<file path="config.mk">
export PLATFORM = sky130hd
export DESIGN_NAME = first_unique_symbol_finder_unit
export DESIGN_NICKNAME = d
export VERILOG_FILES = /design/src/rtl/fusf_pkg.sv /design/src/rtl/first_unique_symbol_finder_unit.sv /design/src/rtl/fusf_store.sv
export SDC_FILE = /design/constraint.sdc
export NUM_CORES = 2
export LEC_CHECK = 0
export ABC_AREA = 1
export BUFFER_PORTS_ARGS = -buffer_cell sky130_fd_sc_hd__buf_2
export CAP_MARGIN = 20
export CORE_MARGIN = 3
export CORE_UTILIZATION = 55
export CTS_CLUSTER_SIZE = 40
export DETAILED_ROUTE_END_ITERATION = 6
export HOLD_SLACK_MARGIN = 0.08
export PLACE_DENSITY = 0.71
export SLEW_MARGIN = 30
export SYNTH_ARGS = -nofsm -noshare
export SYNTH_HDL_FRONTEND = slang
export SYNTH_SLANG_ARGS = --single-unit
</file>
<file path="constraint.sdc">
create_clock -name clock -period 6.7 [get_ports clock]
set_clock_uncertainty 0.05 [all_clocks]
set_input_delay 0.67 -clock clock [delete_from_list [all_inputs] [get_ports clock]]
set_output_delay 0.67 -clock clock [all_outputs]
set_load 0.01 [all_outputs]
</file>
<file path="src/rtl/fusf_pkg.sv">
`default_nettype none
// ----------------------------------------------------------------------------
// fusf_pkg: shared definitions of the first unique symbol finder
// Sizes of the symbol store, its entry layout and the control structures that
// pass between the sequencer and the store.
// ----------------------------------------------------------------------------
package fusf_pkg;

   // Alphabet and string limits.
   localparam int ALPHABET_SIZE = 128;
   localparam int MAX_LENGTH    = 65535;

   // Field widths.
   localparam int SYM_W  = 7;
   localparam int POS_W  = 16;
   localparam int CNT_W  = 2;
   localparam int ADDR_W = $clog2(ALPHABET_SIZE);

   // Saturation value of an occurrence count.
   localparam logic [CNT_W-1:0] COUNT_MAX = 2'd3;

   // One entry of the symbol store.
   typedef struct packed {
      logic [CNT_W-1:0] count;
      logic [POS_W-1:0] position;
   } entry_type;

   // Requests from the sequencer to the store.
   typedef struct packed {
      logic              clear;
      logic              rd_en;
      logic [ADDR_W-1:0] rd_addr;
      logic              wr_en;
      logic [ADDR_W-1:0] wr_addr;
      entry_type         wr_entry;
   } store_req_type;

   // Registered read data from the store.
   typedef struct packed {
      entry_type entry;
   } store_rsp_type;

endpackage
`default_nettype wire

</file>
<file path="src/rtl/first_unique_symbol_finder_unit.sv">
`default_nettype none
// ----------------------------------------------------------------------------
// first_unique_symbol_finder_unit: earliest symbol that occurs exactly once
// Counts the symbols of a zero-terminated string and, on the terminator,
// returns the earliest symbol that occurred exactly once.
// ----------------------------------------------------------------------------
// Symbols arrive one per item on the req_ channel; a zero symbol ends the
// string and produces exactly one item on the rsp_ channel, other symbols
// produce none. Each non-zero symbol is handled as a read and then a write back
// of its entry in the single-port-per-direction symbol store. The terminator
// starts a scan that reads the store one entry per cycle, from symbol 1 up to
// ALPHABET_SIZE - 1, then passes through the drain and finish states, and waits
// in the finish state for the previous result to be taken. The result sits in an
// output register, so the next string may start while it waits. Counts
// saturate at three; a string longer than MAX_LENGTH symbols sets the
// overflow flag and the other result fields are then unreliable.
// ----------------------------------------------------------------------------
module first_unique_symbol_finder_unit (
   input  logic                       clock,
   input  logic                       reset,
   input  logic                       req_valid,
   output logic                       req_ready,
   input  logic [fusf_pkg::SYM_W-1:0] req_symbol,
   output logic                       rsp_valid,
   input  logic                       rsp_ready,
   output logic                       rsp_found,
   output logic [fusf_pkg::SYM_W-1:0] rsp_unique_symbol,
   output logic                       rsp_overflow
);
   import fusf_pkg::*;

   typedef enum logic [4:0] {
      ST_IDLE   = 5'b00001,
      ST_UPDATE = 5'b00010,
      ST_SCAN   = 5'b00100,
      ST_DRAIN  = 5'b01000,
      ST_FINISH = 5'b10000
   } state_type;

   state_type         state_ff, state_in;
   logic [ADDR_W-1:0] sym_ff, sym_in;
   logic [POS_W-1:0]  pos_ff, pos_in;
   logic              ovf_ff, ovf_in;
   logic [ADDR_W-1:0] scan_ff, scan_in;
   logic              cmp_valid_ff, cmp_valid_in;
   logic [ADDR_W-1:0] cmp_addr_ff, cmp_addr_in;
   logic              have_ff, have_in;
   logic [ADDR_W-1:0] best_sym_ff, best_sym_in;
   logic [POS_W-1:0]  best_pos_ff, best_pos_in;
   logic              rsp_valid_ff, rsp_valid_in;
   logic              rsp_found_ff, rsp_found_in;
   logic [SYM_W-1:0]  rsp_sym_ff, rsp_sym_in;
   logic              rsp_ovf_ff, rsp_ovf_in;

   store_req_type     store_req;
   store_rsp_type     store_rsp;
   logic              req_take;
   logic              in_alphabet;
   logic              out_free;
   logic [CNT_W-1:0]  cnt_next;

   fusf_store u_store (
      .clock (clock),
      .reset (reset),
      .req   (store_req),
      .rsp   (store_rsp)
   );

   assign req_ready   = (state_ff == ST_IDLE);
   assign req_take    = req_valid && req_ready;
   assign in_alphabet = ({1'b0, req_symbol} < (SYM_W+1)'(ALPHABET_SIZE));
   assign out_free    = !rsp_valid_ff || rsp_ready;

   // Saturating increment of the count that was read.
   assign cnt_next = (store_rsp.entry.count == COUNT_MAX) ? COUNT_MAX
                                                          : store_rsp.entry.count + 1'b1;

   // Sequencer: update on symbols, scan and report on the terminator.
   always_comb begin
      state_in     = state_ff;
      sym_in       = sym_ff;
      pos_in       = pos_ff;
      ovf_in       = ovf_ff;
      scan_in      = scan_ff;
      cmp_valid_in = 1'b0;
      cmp_addr_in  = cmp_addr_ff;
      have_in      = have_ff;
      best_sym_in  = best_sym_ff;
      best_pos_in  = best_pos_ff;
      rsp_valid_in = rsp_valid_ff && !rsp_ready;
      rsp_found_in = rsp_found_ff;
      rsp_sym_in   = rsp_sym_ff;
      rsp_ovf_in   = rsp_ovf_ff;

      store_req          = '0;
      store_req.wr_addr  = sym_ff;
      store_req.rd_addr  = ADDR_W'(req_symbol);

      // Running minimum over entries read during the scan.
      if (cmp_valid_ff && store_rsp.entry.count == CNT_W'(1)) begin
         if (!have_ff || store_rsp.entry.position < best_pos_ff) begin
            have_in     = 1'b1;
            best_sym_in = cmp_addr_ff;
            best_pos_in = store_rsp.entry.position;
         end
      end

      unique case (state_ff)
         ST_IDLE: begin
            if (req_take) begin
               if (req_symbol == '0) begin
                  scan_in     = ADDR_W'(1);
                  have_in     = 1'b0;
                  best_sym_in = '0;
                  best_pos_in = '0;
                  state_in    = ST_SCAN;
               end else if (in_alphabet) begin
                  store_req.rd_en = 1'b1;
                  sym_in          = ADDR_W'(req_symbol);
                  state_in        = ST_UPDATE;
               end
            end
         end
         ST_UPDATE: begin
            store_req.wr_en          = 1'b1;
            store_req.wr_entry.count = cnt_next;
            store_req.wr_entry.position = (store_rsp.entry.count == '0)
                                          ? pos_ff : store_rsp.entry.position;
            if (pos_ff == POS_W'(MAX_LENGTH)) begin
               ovf_in = 1'b1;
            end else begin
               pos_in = pos_ff + 1'b1;
            end
            state_in = ST_IDLE;
         end
         ST_SCAN: begin
            store_req.rd_en   = 1'b1;
            store_req.rd_addr = scan_ff;
            cmp_valid_in      = 1'b1;
            cmp_addr_in       = scan_ff;
            scan_in           = scan_ff + 1'b1;
            if (scan_ff == ADDR_W'(ALPHABET_SIZE - 1)) begin
               state_in = ST_DRAIN;
            end
         end
         ST_DRAIN: begin
            state_in = ST_FINISH;
         end
         ST_FINISH: begin
            if (out_free) begin
               rsp_valid_in    = 1'b1;
               rsp_found_in    = have_ff;
               rsp_sym_in      = SYM_W'(best_sym_ff);
               rsp_ovf_in      = ovf_ff;
               store_req.clear = 1'b1;
               pos_in          = '0;
               ovf_in          = 1'b0;
               state_in        = ST_IDLE;
            end
         end
         default: begin
            state_in = ST_IDLE;
         end
      endcase
   end

   // Control registers.
   always_ff @(posedge clock) begin
      if (reset) begin
         state_ff     <= ST_IDLE;
         pos_ff       <= '0;
         ovf_ff       <= 1'b0;
         cmp_valid_ff <= 1'b0;
         rsp_valid_ff <= 1'b0;
      end else begin
         state_ff     <= state_in;
         pos_ff       <= pos_in;
         ovf_ff       <= ovf_in;
         cmp_valid_ff <= cmp_valid_in;
         rsp_valid_ff <= rsp_valid_in;
      end
   end

   // Payload registers.
   always_ff @(posedge clock) begin
      sym_ff       <= sym_in;
      scan_ff      <= scan_in;
      cmp_addr_ff  <= cmp_addr_in;
      have_ff      <= have_in;
      best_sym_ff  <= best_sym_in;
      best_pos_ff  <= best_pos_in;
      rsp_found_ff <= rsp_found_in;
      rsp_sym_ff   <= rsp_sym_in;
      rsp_ovf_ff   <= rsp_ovf_in;
   end

   assign rsp_valid         = rsp_valid_ff;
   assign rsp_found         = rsp_found_ff;
   assign rsp_unique_symbol = rsp_sym_ff;
   assign rsp_overflow      = rsp_ovf_ff;

   // A new result only appears as the sequencer leaves its finish state.
   a_rsp_from_finish: assert property (@(posedge clock) disable iff (reset)
      $rose(rsp_valid_ff) |-> $past(state_ff == ST_FINISH))
      else $error("result item raised outside the finish state");

   // The overflow flag is only ever set with the position counter pinned.
   a_ovf_pos: assert property (@(posedge clock) disable iff (reset)
      ovf_ff |-> (pos_ff == POS_W'(MAX_LENGTH)))
      else $error("overflow flag set below the maximum length");

   // Handing out a result clears the string state for the next string.
   a_clear_on_rsp: assert property (@(posedge clock) disable iff (reset)
      $rose(rsp_valid_ff) |-> (pos_ff == '0 && !ovf_ff && state_ff == ST_IDLE))
      else $error("string state not cleared with the result");

endmodule
`default_nettype wire

</file>
<file path="src/rtl/fusf_store.sv">
`default_nettype none
// ----------------------------------------------------------------------------
// fusf_store: symbol store of the first unique symbol finder
// One synchronous memory of count and first position per symbol, with a
// registered read port, plus a valid bit per entry so that a whole string can
// be forgotten with a single clear request.
// ----------------------------------------------------------------------------
module fusf_store (
   input  logic                    clock,
   input  logic                    reset,
   input  fusf_pkg::store_req_type req,
   output fusf_pkg::store_rsp_type rsp
);
   import fusf_pkg::*;

   entry_type                mem [ALPHABET_SIZE];
   logic [ALPHABET_SIZE-1:0] valid_ff;
   entry_type                rd_entry_ff;
   logic                     rd_valid_ff;

   // Memory write port and registered read port.
   always_ff @(posedge clock) begin
      if (req.wr_en) begin
         mem[req.wr_addr] <= req.wr_entry;
      end
      if (req.rd_en) begin
         rd_entry_ff <= mem[req.rd_addr];
      end
   end

   // Valid bits: an entry not written since the last clear reads as a zero count.
   always_ff @(posedge clock) begin
      if (reset || req.clear) begin
         valid_ff    <= '0;
         rd_valid_ff <= 1'b0;
      end else begin
         if (req.wr_en) begin
            valid_ff[req.wr_addr] <= 1'b1;
         end
         if (req.rd_en) begin
            rd_valid_ff <= valid_ff[req.rd_addr];
         end
      end
   end

   // Gate the count with the valid bit; the position is only used when valid.
   always_comb begin
      rsp.entry.count    = rd_valid_ff ? rd_entry_ff.count : '0;
      rsp.entry.position = rd_entry_ff.position;
   end

endmodule
`default_nettype wire

</file>
==> results.py <==
metrics = {
    "cts": {
        "cts_made_buffers": 238,
        "clk_path_buf_depth": 3,
        "cts.clk_slew.worst_paths_ns": 0.07,
        "hold_buffers": 11,
        "clock_latency_ns": 0.89,
        "cts.root.buffer_cell": "clkbuf_16",
        "h-tree-depth": 4,
        "tritoncts": "done",
        "ctsResizeCount": 0,
        "post-cts-setup-buffer-count": 0,
        "cts_sinks": 2529,
    },
    "sta": {
        "fin_setup_tns_ns": 0,
        "slew_headroom_pct": 30.96,
        "hold_viol_final": 0,
        "drv_slew": 0,
        "setup_viol": 0,
        "fmax_mhz": 210.9,
        "rsz0062_at_grt": "no",
        "tightest_slew_ns": 1.036,
        "hold_slack_ns": 0.3792,
        "setup_slack_ns": 1.957,
        "fin_crit_ns": 4.743,
        "finalCritPeriodShare_pct": 70.79,
    },
    "detailed_routing": {
        "wirelength_um": 276900,
        "vias_per_cell": 6.358,
        "wl_per_cell_um": 25.94,
        "first_pass_iters": 7,
        "drc_errors": 1,
        "ant_nets": 0,
        "num_vias": 67880,
        "drt_iter0_markers": 10060,
    },
    "outcome": {
        "violations": "design-rule violations",
        "outcome": "finished with violations",
    },
    "die": {
        "rows": 155,
        "start_util_pct": 55.67,
        "die_area_um2": 186900,
        "die_h_um": 432.3,
        "ios": 22,
        "die_x_um": 432.3,
        "core_area_um2": 179600,
    },
    "synth": {
        "synthTopCellsByArea": "edfxtp_1 (71%), nor2_1 (5.8%), o21ai_0 (5.4%)",
        "syn-num-nets": 8205,
        "synth.distinct_cells": 36,
        "postSynthAreaPerCell_um2": 12.23,
        "ys_ff_latch": 2529,
        "synth_top_area_share_pct": 70.65,
        "ys_seq_area_share_pct": 74.20,
        "synth_top_area_cell": "edfxtp_1",
        "syn-cell-area_um2": 99970,
        "ys_warn_count": 0,
        "postSynthCellCount": 8177,
    },
    "grt": {
        "use_met2_pct": 43.90,
        "grt_overflow": 0,
        "use_met3_pct": 6.365,
        "grt_pass1_wl_um": 406600,
        "grt_busiest_layer": "met2",
        "grt_pass1_vias": 63660,
        "grtUsageTotal_pct": 29.11,
        "grt_max_degree": 136,
        "grt_antenna_before_repair": 5,
        "use_met1_pct": 40.75,
    },
    "critical_path": {
        "worstPathArrival_ns": 5.29,
        "critPathLaunchType": "register",
        "crit_type": "reg -> reg",
        "endpoint_kind": "register",
        "cp_data_required_time_ns": 7.24,
        "worstPathMaxFanout": 108,
    },
    "power_and_ir_drop": {
        "p_leak_uw": 0.04098,
        "peakVddDrop_mv": 0.2314,
        "power_density_nw_per_um2": 290.5,
    },
    "placed_design": {
        "gp_congestion": 0.9227,
        "pre_cts_ws_ns": 2.262,
        "portBuffers": 21,
        "dp.final_hpwl_um": 150200,
        "place_inst": 10210,
        "place_area_um2": 103400,
    },
    "final_layout": {
        "syn_to_final_growth_pct": 11.47,
        "layout-drive-gt1-share_pct": 8.921,
        "fin_cells": 10680,
        "final_area_um2": 111400,
        "nets": 8134,
    },
    "hold_path": {
        "hp-class": "reg -> reg",
    },
    "job": {
        "drv_cap": 0,
    },
}
-- worst max-delay path, cell delays in order (launching register included) --
cell and delay [ns]:
dfxtp_1 0.33, inv_1 0.08, nor2_4 0.14, nand3_4 0.34, nand2_1 0.33, nand2_8 0.42
buf_12 0.47, buf_12 0.24, o21ai_0 0.19, o22ai_1 0.10, nand2_1 0.07, nand3_1 0.21
nand3_1 0.18, nand3_1 0.37, nand3_1 0.53, nand2_1 0.09
-- cell type report --
| type | count | area (µm²) |
|---|---|---|
| Clock inverter | 120 | 1262 |
| Multi-Input combinational cell | 4982 | 23600 |
| Tap cell | 2355 | 2947 |
| Antenna cell | 3 | 7.507 |
| Sequential cell | 2529 | 74170 |
| Inverter | 101 | 396.6 |
| Clock buffer | 331 | 6598 |
| Timing Repair Buffer | 254 | 2455 |
| Fill cell | 13300 | 68150 |
-- state kept, by name, indices dropped and copies added (netlist names) --
signal / flops
u_store.rsp: 16
state_ff: 5
pos_ff: 16
have_ff: 1
best_pos_ff: 16
u_store.rd_valid_ff: 1
best_sym_ff: 7
u_store.valid_ff: 128
rsp_found: 1
rsp_valid: 1
u_store.mem: 2304
scan_ff: 7
sym_ff: 7
rsp_overflow: 1
rsp_unique_symbol: 7
cmp_addr_ff: 7
cmp_valid_ff: 1
ovf_ff: 1
u_store.rd_entry_ff: 2
-- cells in the final DEF, fill, tap and decap left out, drive strengths merged, types with 84 or more instances in the layout --
cell type	instances
nand3	736
clkinv	84
buf	243
o21ai	1173
nor2	1550
o22ai	558
inv	108
clkbuf	331
nand2	832
dfxtp	177
edfxtp	2352
-- synthesized netlist by cell type --
library cell / n
nand2_1: 830
o21ai_1: 95
o21ai_4: 1
nor4_1: 6
nor2_2: 1
nand2_2: 2
inv_2: 3
o211ai_1: 1
o21ai_2: 3
buf_4: 15
dfxtp_1: 177
o21ai_0: 1074
a211oi_1: 6
nor2_1: 1546
nand4_1: 8
or2_2: 1
nand3_4: 1
inv_1: 97
nand4_2: 1
a21oi_1: 61
nor3b_1: 1
buf_2: 255
edfxtp_1: 2352
buf_1: 14
nand3b_1: 1
nand3_1: 735
o31ai_1: 1
o21a_1: 2
clkinv_1: 1
nor3_1: 22
nor2_4: 3
xor2_1: 4
ha_1: 17
nor3_2: 1
o22ai_1: 558
clkbuf_1: 281
-- path summary, 6_finish.rpt --
path / from / slack, ns / end / depth (start not counted)
worst max-delay path: state_ff[2] / 1.96 / u_store.rsp[0] / 15
worst min register to register: best_sym_ff[2] / 0.38 / rsp_unique_symbol[2] / 0
worst max register to register: state_ff[2] / 1.96 / u_store.rsp[0] / 15
worst min-delay path: best_sym_ff[2] / 0.38 / rsp_unique_symbol[2] / 0
-- per-layer routing --
layer | part of all wire (%) | vias up | wire length, µm
met5 | 0.0097 | - | 27
met4 | 4.9 | 4 | 13620
met3 | 12 | 697 | 32330
met2 | 45 | 4269 | 124800
met1 | 38 | 33280 | 106200
li1 | - | 29630 | -
-- kinds of logic (layout without fill, tap and decap cells) --
family | count (synthesis) | count (layout) | synth area share [%]
DFF | 2529 | 2529 | 74.20
other | 0 | 3 | 0
buffers and inverters | 666 | 806 | 2.876
adders and majority gates | 17 | 17 | 0.2128
AOI/OAI and AO/OA | 1802 | 1802 | 9.768
xor gates and xnor gates | 4 | 4 | 0.03504
and+or+nand+nor | 3159 | 3159 | 12.91
-- per-stage QoR --
step,utilization [%],total power [µW]
finish,62.05,32370
detailed placement,57.56,19170
global route,62.05,33200
floorplan,-,18510
CTS,62.00,32400
global placement,57.44,19140
-- report_power, final --
part | internal (µW) | leakage, µW | switching (µW)
registers | 17100 | 0.0274 | 36.6
logic | 458 | 0.00980 | 1340
clock network | 7620 | 0.00383 | 5860
(Power assumes the default switching activity.)
